--- src/rtl/ostmr_pkg.sv ---
// Shared types, register offsets and helpers for the OS timer block.
`default_nettype none
package ostmr_pkg;

    localparam int DATA_W    = 32;
    localparam int ADDR_W    = 8;
    localparam int CFG_IDX_W = 1;
    localparam int CFG_W     = 2;
    localparam int PSC_W     = 4;

    // item kinds carried in s_tuser
    typedef enum logic [1:0] {
        MODE_TICK  = 2'd0,
        MODE_READ  = 2'd1,
        MODE_WRITE = 2'd2,
        MODE_NONE  = 2'd3
    } mode_t;

    // configuration register indexes
    typedef enum logic [CFG_IDX_W-1:0] {
        CFG_PRESCALE_EVENT = 1'b0,
        CFG_PRESCALE_FREE  = 1'b1
    } cfg_idx_t;

    // divider codes
    localparam logic [1:0] PSC_DIV4  = 2'd1;
    localparam logic [1:0] PSC_DIV16 = 2'd2;

    // register byte offsets
    localparam logic [ADDR_W-1:0] ADDR_PRESCALE = 8'h00;
    localparam logic [ADDR_W-1:0] ADDR_ENABLE   = 8'h04;
    localparam logic [ADDR_W-1:0] ADDR_CLEAR    = 8'h08;
    localparam logic [ADDR_W-1:0] ADDR_FLAG     = 8'h0c;
    localparam logic [ADDR_W-1:0] ADDR_MASK     = 8'h10;
    localparam logic [ADDR_W-1:0] ADDR_FULL     = 8'h14;
    localparam logic [ADDR_W-1:0] ADDR_EV_COUNT = 8'h18;
    localparam logic [ADDR_W-1:0] ADDR_FREE_HI  = 8'h1c;
    localparam logic [ADDR_W-1:0] ADDR_FREE_LO  = 8'h20;
    localparam logic [ADDR_W-1:0] ADDR_LATCH    = 8'h24;
    localparam logic [ADDR_W-1:0] ADDR_EN_SET   = 8'h34;
    localparam logic [ADDR_W-1:0] ADDR_EN_CLR   = 8'h38;

    localparam logic [DATA_W:0] FULL_RESET = 33'h0_FFFF_FFFF;

    typedef struct packed {
        mode_t               mode;
        logic [ADDR_W-1:0]   address;
        logic [DATA_W-1:0]   write_data;
    } item_t;

    typedef struct packed {
        logic                irq;
        logic [DATA_W-1:0]   read_data;
    } result_t;

    // live state for checking
    typedef struct packed {
        logic [DATA_W-1:0]   event_count;
        logic [DATA_W:0]     full_value;
        logic                irq_level;
    } status_t;

    function automatic logic [PSC_W:0] divider_of(input logic [1:0] code);
        logic [PSC_W:0] div;
        unique case (code)
            PSC_DIV4:  div = 5'd4;
            PSC_DIV16: div = 5'd16;
            default:   div = 5'd1;
        endcase
        return div;
    endfunction

endpackage
`default_nettype wire

--- src/rtl/ostmr_prescaler.sv ---
// Tick prescaler: divides enabled reference ticks by 1, 4 or 16.
`default_nettype none
module ostmr_prescaler (
    input  wire logic       clk,
    input  wire logic       rst_n,
    input  wire logic       tick,     // enabled reference tick
    input  wire logic       restart,  // phase restart
    input  wire logic [1:0] code,
    output logic            fire
);
    import ostmr_pkg::*;

    logic [PSC_W-1:0] count_reg;
    logic [PSC_W-1:0] count_next;
    logic [PSC_W:0]   incr;

    always_comb
    begin
        incr       = {1'b0, count_reg} + {{PSC_W{1'b0}}, 1'b1};
        fire       = 1'b0;
        count_next = count_reg;
        if (restart)
        begin
            count_next = '0;
        end
        else if (tick)
        begin
            if (incr >= divider_of(code))
            begin
                fire       = 1'b1;
                count_next = '0;
            end
            else
            begin
                count_next = incr[PSC_W-1:0];
            end
        end
    end

    always_ff @(posedge clk or negedge rst_n)
    begin
        if (!rst_n)
            count_reg <= '0;
        else
            count_reg <= count_next;
    end

endmodule
`default_nettype wire

--- src/rtl/ostmr_regs.sv ---
// Timer state, register map and per-transaction update logic.
`default_nettype none
module ostmr_regs (
    input  wire logic                        clk,
    input  wire logic                        rst_n,
    input  wire ostmr_pkg::item_t            item,
    input  wire logic                        item_en,
    input  wire logic                        cfg_we,
    input  wire logic [ostmr_pkg::CFG_IDX_W-1:0] cfg_index,
    input  wire logic [ostmr_pkg::CFG_W-1:0] cfg_data,
    output ostmr_pkg::result_t               result,
    output ostmr_pkg::status_t               status
);
    import ostmr_pkg::*;

    logic [1:0]        psc_ev_reg,   psc_ev_next;
    logic [1:0]        psc_fr_reg,   psc_fr_next;
    logic [DATA_W-1:0] ev_count_reg, ev_count_next;
    logic [DATA_W:0]   full_reg,     full_next;
    logic              ev_en_reg,    ev_en_next;
    logic              fr_en_reg,    fr_en_next;
    logic              flag_reg,     flag_next;
    logic              mask_reg,     mask_next;
    logic [63:0]       free_reg,     free_next;
    logic [DATA_W-1:0] latch_reg,    latch_next;

    logic              is_tick;
    logic              ev_fire;
    logic              fr_fire;
    logic              fr_restart;
    logic [DATA_W:0]   ev_incr;
    logic [DATA_W-1:0] rd;

    assign is_tick = item_en && (item.mode == MODE_TICK);

    ostmr_prescaler u_psc_event (
        .clk     (clk),
        .rst_n   (rst_n),
        .tick    (is_tick && ev_en_reg),
        .restart (1'b0),
        .code    (psc_ev_reg),
        .fire    (ev_fire)
    );

    ostmr_prescaler u_psc_free (
        .clk     (clk),
        .rst_n   (rst_n),
        .tick    (is_tick && fr_en_reg),
        .restart (fr_restart),
        .code    (psc_fr_reg),
        .fire    (fr_fire)
    );

    always_comb
    begin
        psc_ev_next   = psc_ev_reg;
        psc_fr_next   = psc_fr_reg;
        ev_count_next = ev_count_reg;
        full_next     = full_reg;
        ev_en_next    = ev_en_reg;
        fr_en_next    = fr_en_reg;
        flag_next     = flag_reg;
        mask_next     = mask_reg;
        free_next     = free_reg;
        latch_next    = latch_reg;
        fr_restart    = 1'b0;
        rd            = '0;
        ev_incr       = {1'b0, ev_count_reg} + {{DATA_W{1'b0}}, 1'b1};

        if (cfg_we)
        begin
            unique case (cfg_idx_t'(cfg_index))
                CFG_PRESCALE_EVENT: psc_ev_next = cfg_data;
                CFG_PRESCALE_FREE:  psc_fr_next = cfg_data;
            endcase
        end

        if (item_en)
        begin
            unique case (item.mode)
                MODE_TICK:
                begin
                    if (ev_fire)
                    begin
                        if (ev_incr >= full_reg)
                        begin
                            flag_next     = 1'b1;
                            ev_count_next = '0;
                        end
                        else
                        begin
                            ev_count_next = ev_incr[DATA_W-1:0];
                        end
                    end
                    if (fr_fire)
                        free_next = free_reg + 64'd1;
                end
                MODE_READ:
                begin
                    unique case (item.address)
                        ADDR_PRESCALE: rd = {28'd0, psc_fr_reg, psc_ev_reg};
                        ADDR_ENABLE:   rd = {30'd0, fr_en_reg, ev_en_reg};
                        ADDR_FLAG:     rd = {31'd0, flag_reg};
                        ADDR_MASK:     rd = {31'd0, mask_reg};
                        ADDR_FULL:     rd = full_reg[DATA_W-1:0];
                        ADDR_EV_COUNT: rd = ev_count_reg;
                        ADDR_FREE_HI:  rd = free_reg[63:32];
                        ADDR_FREE_LO:
                        begin
                            rd         = free_reg[31:0];
                            latch_next = free_reg[63:32];
                        end
                        ADDR_LATCH:    rd = latch_reg;
                        default:       rd = '0;
                    endcase
                end
                MODE_WRITE:
                begin
                    unique case (item.address)
                        ADDR_PRESCALE:
                        begin
                            psc_ev_next = item.write_data[1:0];
                            psc_fr_next = item.write_data[3:2];
                        end
                        ADDR_EN_SET:
                        begin
                            if (item.write_data[1] && !fr_en_reg)
                            begin
                                fr_en_next = 1'b1;
                                fr_restart = 1'b1;
                            end
                            if (item.write_data[0])
                                ev_en_next = 1'b1;
                        end
                        ADDR_EN_CLR:
                        begin
                            if (item.write_data[1])
                                fr_en_next = 1'b0;
                            if (item.write_data[0])
                                ev_en_next = 1'b0;
                        end
                        ADDR_CLEAR:
                        begin
                            if (item.write_data[1])
                            begin
                                free_next  = '0;
                                fr_restart = 1'b1;
                            end
                            if (item.write_data[0])
                                ev_count_next = '0;
                        end
                        ADDR_FLAG:     flag_next = 1'b0;
                        ADDR_MASK:     mask_next = item.write_data[0];
                        ADDR_FULL:
                        begin
                            full_next     = {1'b0, item.write_data} + {{DATA_W{1'b0}}, 1'b1};
                            ev_count_next = '0;
                        end
                        ADDR_EV_COUNT:
                        begin
                            // clamp to the compare value
                            if ({1'b0, item.write_data} < full_reg)
                                ev_count_next = item.write_data;
                            else
                                ev_count_next = full_reg[DATA_W-1:0];
                        end
                        ADDR_FREE_HI:
                        begin
                            free_next  = {item.write_data, free_reg[31:0]};
                            fr_restart = fr_en_reg;
                        end
                        ADDR_FREE_LO:
                        begin
                            free_next  = {free_reg[63:32], item.write_data};
                            fr_restart = fr_en_reg;
                        end
                        default: ;
                    endcase
                end
                MODE_NONE: ;
            endcase
        end
    end

    always_ff @(posedge clk or negedge rst_n)
    begin
        if (!rst_n)
        begin
            psc_ev_reg   <= '0;
            psc_fr_reg   <= '0;
            ev_count_reg <= '0;
            full_reg     <= FULL_RESET;
            ev_en_reg    <= 1'b0;
            fr_en_reg    <= 1'b0;
            flag_reg     <= 1'b0;
            mask_reg     <= 1'b1;
            free_reg     <= '0;
            latch_reg    <= '0;
        end
        else
        begin
            psc_ev_reg   <= psc_ev_next;
            psc_fr_reg   <= psc_fr_next;
            ev_count_reg <= ev_count_next;
            full_reg     <= full_next;
            ev_en_reg    <= ev_en_next;
            fr_en_reg    <= fr_en_next;
            flag_reg     <= flag_next;
            mask_reg     <= mask_next;
            free_reg     <= free_next;
            latch_reg    <= latch_next;
        end
    end

    // irq reflects the state after this transaction
    assign result.read_data = rd;
    assign result.irq       = flag_next && !mask_next && ev_en_next;

    assign status.event_count = ev_count_reg;
    assign status.full_value  = full_reg;
    assign status.irq_level   = flag_reg && !mask_reg && ev_en_reg;

endmodule
`default_nettype wire

--- src/rtl/os_timer_event_and_free_running_counter.sv ---
// Top level of the OS timer: input register, register-map update, result register.
// Path: an accepted transaction waits in the input register, then moves to the result register.
// Throughput: one transaction per cycle; the input register reloads whenever the result
//   register is empty or being taken, so both sides can stream without bubbles.
// Each transaction updates the timer state in the single cycle it moves to the result register.
// Reset (rst_n low, asynchronous): both stages empty, channels disabled, counts zero,
//   compare value 0xFFFFFFFF, flag clear, interrupt masked, prescalers divide by 1.
`default_nettype none
module os_timer_event_and_free_running_counter (
    input  wire logic                             clk,
    input  wire logic                             rst_n,
    // slave side
    input  wire logic                             s_tvalid,
    output logic                                  s_tready,
    input  wire logic [39:0]                      s_tdata,  // address[7:0], write_data[39:8]
    input  wire logic [1:0]                       s_tuser,  // mode[1:0]
    // master side
    output logic                                  m_tvalid,
    input  wire logic                             m_tready,
    output logic [39:0]                           m_tdata,  // read_data[31:0], irq[32]
    // configuration
    input  wire logic                             cfg_we,
    input  wire logic [ostmr_pkg::CFG_IDX_W-1:0]  cfg_index,
    input  wire logic [ostmr_pkg::CFG_W-1:0]      cfg_data
);
    import ostmr_pkg::*;

    logic    in_valid_reg;
    item_t   in_item_reg;
    logic    out_valid_reg;
    result_t out_reg;
    result_t result;
    status_t status;
    logic    advance;

    // move the held transaction forward when the result slot is free or draining
    assign advance  = in_valid_reg && (!out_valid_reg || m_tready);
    assign s_tready = !in_valid_reg || advance;

    always_ff @(posedge clk or negedge rst_n)
    begin
        if (!rst_n)
        begin
            in_valid_reg  <= 1'b0;
            out_valid_reg <= 1'b0;
        end
        else
        begin
            if (s_tready)
                in_valid_reg <= s_tvalid;
            if (advance)
                out_valid_reg <= 1'b1;
            else if (m_tready)
                out_valid_reg <= 1'b0;
        end
    end

    // payload registers, no reset needed
    always_ff @(posedge clk)
    begin
        if (s_tvalid && s_tready)
        begin
            in_item_reg.mode       <= mode_t'(s_tuser);
            in_item_reg.address    <= s_tdata[7:0];
            in_item_reg.write_data <= s_tdata[39:8];
        end
        if (advance)
            out_reg <= result;
    end

    ostmr_regs u_regs (
        .clk       (clk),
        .rst_n     (rst_n),
        .item      (in_item_reg),
        .item_en   (advance),
        .cfg_we    (cfg_we),
        .cfg_index (cfg_index),
        .cfg_data  (cfg_data),
        .result    (result),
        .status    (status)
    );

    assign m_tvalid = out_valid_reg;
    assign m_tdata  = {7'd0, out_reg.irq, out_reg.read_data};

    // event count never passes its compare value
    a_count_bound: assert property (@(posedge clk) disable iff (!rst_n)
        status.event_count <= status.full_value[DATA_W-1:0]
        || status.full_value[DATA_W])
        else $error("event count above compare value");

    // compare value is never zero
    a_full_nonzero: assert property (@(posedge clk) disable iff (!rst_n)
        status.full_value != '0)
        else $error("compare value is zero");

    // registered irq matches the state left by that transaction
    a_irq_level: assert property (@(posedge clk) disable iff (!rst_n)
        advance |=> (m_tdata[32] == status.irq_level))
        else $error("irq does not match timer state");

    // a full result slot that is stalled blocks the input register from advancing
    a_no_overrun: assert property (@(posedge clk) disable iff (!rst_n)
        (out_valid_reg && !m_tready) |-> !advance)
        else $error("result overwritten while stalled");

endmodule
`default_nettype wire
--- config.mk ---
export PLATFORM = sky130hd
export DESIGN_NAME = os_timer_event_and_free_running_counter
export DESIGN_NICKNAME = d
export VERILOG_FILES = /design/src/rtl/ostmr_pkg.sv /design/src/rtl/ostmr_prescaler.sv /design/src/rtl/ostmr_regs.sv /design/src/rtl/os_timer_event_and_free_running_counter.sv
export SDC_FILE = /design/constraint.sdc
export NUM_CORES = 1
export LEC_CHECK = 0
export ABC_AREA = 1
export BUFFER_PORTS_ARGS = -buffer_cell sky130_fd_sc_hd__buf_2
export CELL_PAD_IN_SITES_DETAIL_PLACEMENT = 0
export CELL_PAD_IN_SITES_GLOBAL_PLACEMENT = 1
export CORE_UTILIZATION = 50
export DETAILED_ROUTE_END_ITERATION = 10
export PLACE_DENSITY = 0.95
export SETUP_SLACK_MARGIN = 0.02
export SLEW_MARGIN = 25
export SYNTH_ARGS = -nofsm -noshare
export SYNTH_HDL_FRONTEND = slang
export SYNTH_HIERARCHICAL = 1
export SYNTH_SLANG_ARGS = --single-unit
--- constraint.sdc ---
create_clock -name clk -period 9.5 [get_ports clk]
set_input_delay 2.85 -clock clk [delete_from_list [all_inputs] [get_ports clk]]
set_output_delay 2.85 -clock clk [all_outputs]
set_load 0.02 [all_outputs]
==> run metrics <==
filler instances 3386; clock buffer depth 3; final hold violation count 0; area added between synthesis and finish 10.1%; Clk pin slew, worst setup/hold paths 0.06 ns; root buf cell clkbuf_16; wirelength, routed 64000 µm; Worst Path Required 6.65 ns; Final ANT Viol Nets 0; routability cong. 0.996; Cell Rows 68; maximum number of pins on one net before global-route repair 73; highest achievable clock rate 163 MHz; die outline area roughly 36000 µm²; placed cells 2956; Non-Filler Cell Area, Final 19500 µm²; core region area roughly 35000 µm²; number of hold-repair buffers added at the cts stage 0; remaining max-slew budget at the tightest pin about a third; post-detailed-route DRC marker count 0; Top Ports 92; antenna diode count 0; final critical-path required period slightly above 6 ns; ratio of cells with drive above 1 in the final layout 8.96%; run status finished clean; slew at the pin closest to its max-slew limit approximately 0.98 ns; insertion delay of the later-clocked pin in the worst-skew pair 0.58 ns; Syn Std Cell Area between 15000 and 20000 µm²; total cell area at the placement stage 18400 µm²; worst setup skew after layout between 0.01 and 0.015 ns; cell leakage power 9.16 nW; register area 6770 µm²; mean routed wirelength per cell ~21 µm; Die W around 190 µm; buffers inserted by post-CTS timing repair 0; count of final max-slew check failures 0; overall die height 190 µm; worst-path maximum fanout 3; crit path capture type output port; setup repair after global routing missed its margin no; cells resized by post-CTS repair 0; CTS Buf Count 30; H-tree lvl count 1; post-DR vias/cell 5.85; Vias 17600; Tightest Hold Check Type reg -> reg; global-route wire length before repair 96500 µm; grt ovf 0; sink count of the clock tree 254; average size of a mapped cell between 7 and 8 µm²; vias in the first global route 16200; all-layer global routing usage a little over a third; setup slack of the worst register-to-register path 4.80 ns; Post-Route Setup TNS 0 ns; ratio of final minimum period to clock period 64.6%; hpwl dp between 40000 and 50000 µm; max FFs per register 64; max-cap check violation count 0; Buffers on Ports 84; Worst IR Drop VDD 193 µV; Startpoint Class input pin; layout net count 2662; starting density of the core 51.0%; WS Path Type in -> out; post-route insts no fill around 3000; final count of negative-setup-slack endpoints 0; PD cells approximately 200 nW/µm²; initial antenna violation count 0; number of warnings issued by yosys 6; 1st-iter DRT viols 2093; synthesized instance count approximately 2500; TritonCTS clock tree yes; area occupied by multi-input gates 9310 µm²; arrival time at the worst endpoint 3.29 ns; TritonRoute pass-1 iters 5
==> critical path, stage by stage <==
cell	delay, ns
buf_2	0.10
inv_2	0.08
nand3_2	0.08
buf_2	0.17
==> layout make-up <==
class / instances / area share (%)
Sequential cell: 254 / 34.7
Clock buffer: 39 / 4.29
Multi-Input combinational cell: 1818 / 47.7
Timing Repair Buffer: 102 / 2.89
Tap cell: 455 / 2.92
Clock inverter: 17 / 1.10
Inverter: 327 / 6.32
==> routing by layer <==
layer,share of wire (%),global-route usage (%)
met1,44,51.1
met2,44,54.3
met3,8.8,5.18
met4,3.3,10.8
met5,0,0
==> placed cells by master, fill, tap and decap left out, types with 6 or more instances in the layout <==
cell,n
clkinv_2,6
o22ai_1,35
a22oi_1,55
inv_2,11
buf_4,18
clkbuf_16,31
nand4_1,93
nand3_2,8
o21ai_0,105
dfstp_2,33
o21ai_1,9
conb_1,9
a21oi_1,122
nor2_2,8
nand3_1,95
xor2_1,78
inv_1,314
a31oi_1,28
nor2_1,346
dfrtp_1,146
nor3_1,58
ha_1,79
buf_2,83
edfxtp_1,75
nor4_1,7
nand2_1,638
==> through the flow <==
stage	hold slack [ns]	utilization (%)	total power [mW]	worst slack, ns
after detailed placement	0.473	53.1	2.65	3.36
after floorplan	0.453	-	2.26	3.09
after global routing	0.505	56.2	4.11	3.34
after CTS	0.485	56.1	3.89	3.36
final	0.485	56.2	3.91	3.36
after global placement	0.465	53.1	2.62	3.37
==> power breakdown <==
group	internal [mW]	switching (mW)
clock network	0.752	0.489
logic	0.371	0.767
registers	1.30	0.226
total	2.43	1.48
==> worst paths after layout <==
kind,depth (start not counted),start,end
setup reg to reg,20,u_regs/ev_count_reg[0],m_tdata[32]
setup / recovery,4,m_tready,s_tready
max in group asynchronous,2,rst_n,u_regs/latch_reg[24]
hold / removal,2,u_regs/latch_reg[28],u_regs/latch_reg[28]
hold reg to reg,2,u_regs/latch_reg[28],u_regs/latch_reg[28]
min in group asynchronous,1,rst_n,u_regs/ev_count_reg[3]
Power figures use the tool's default switching activity.
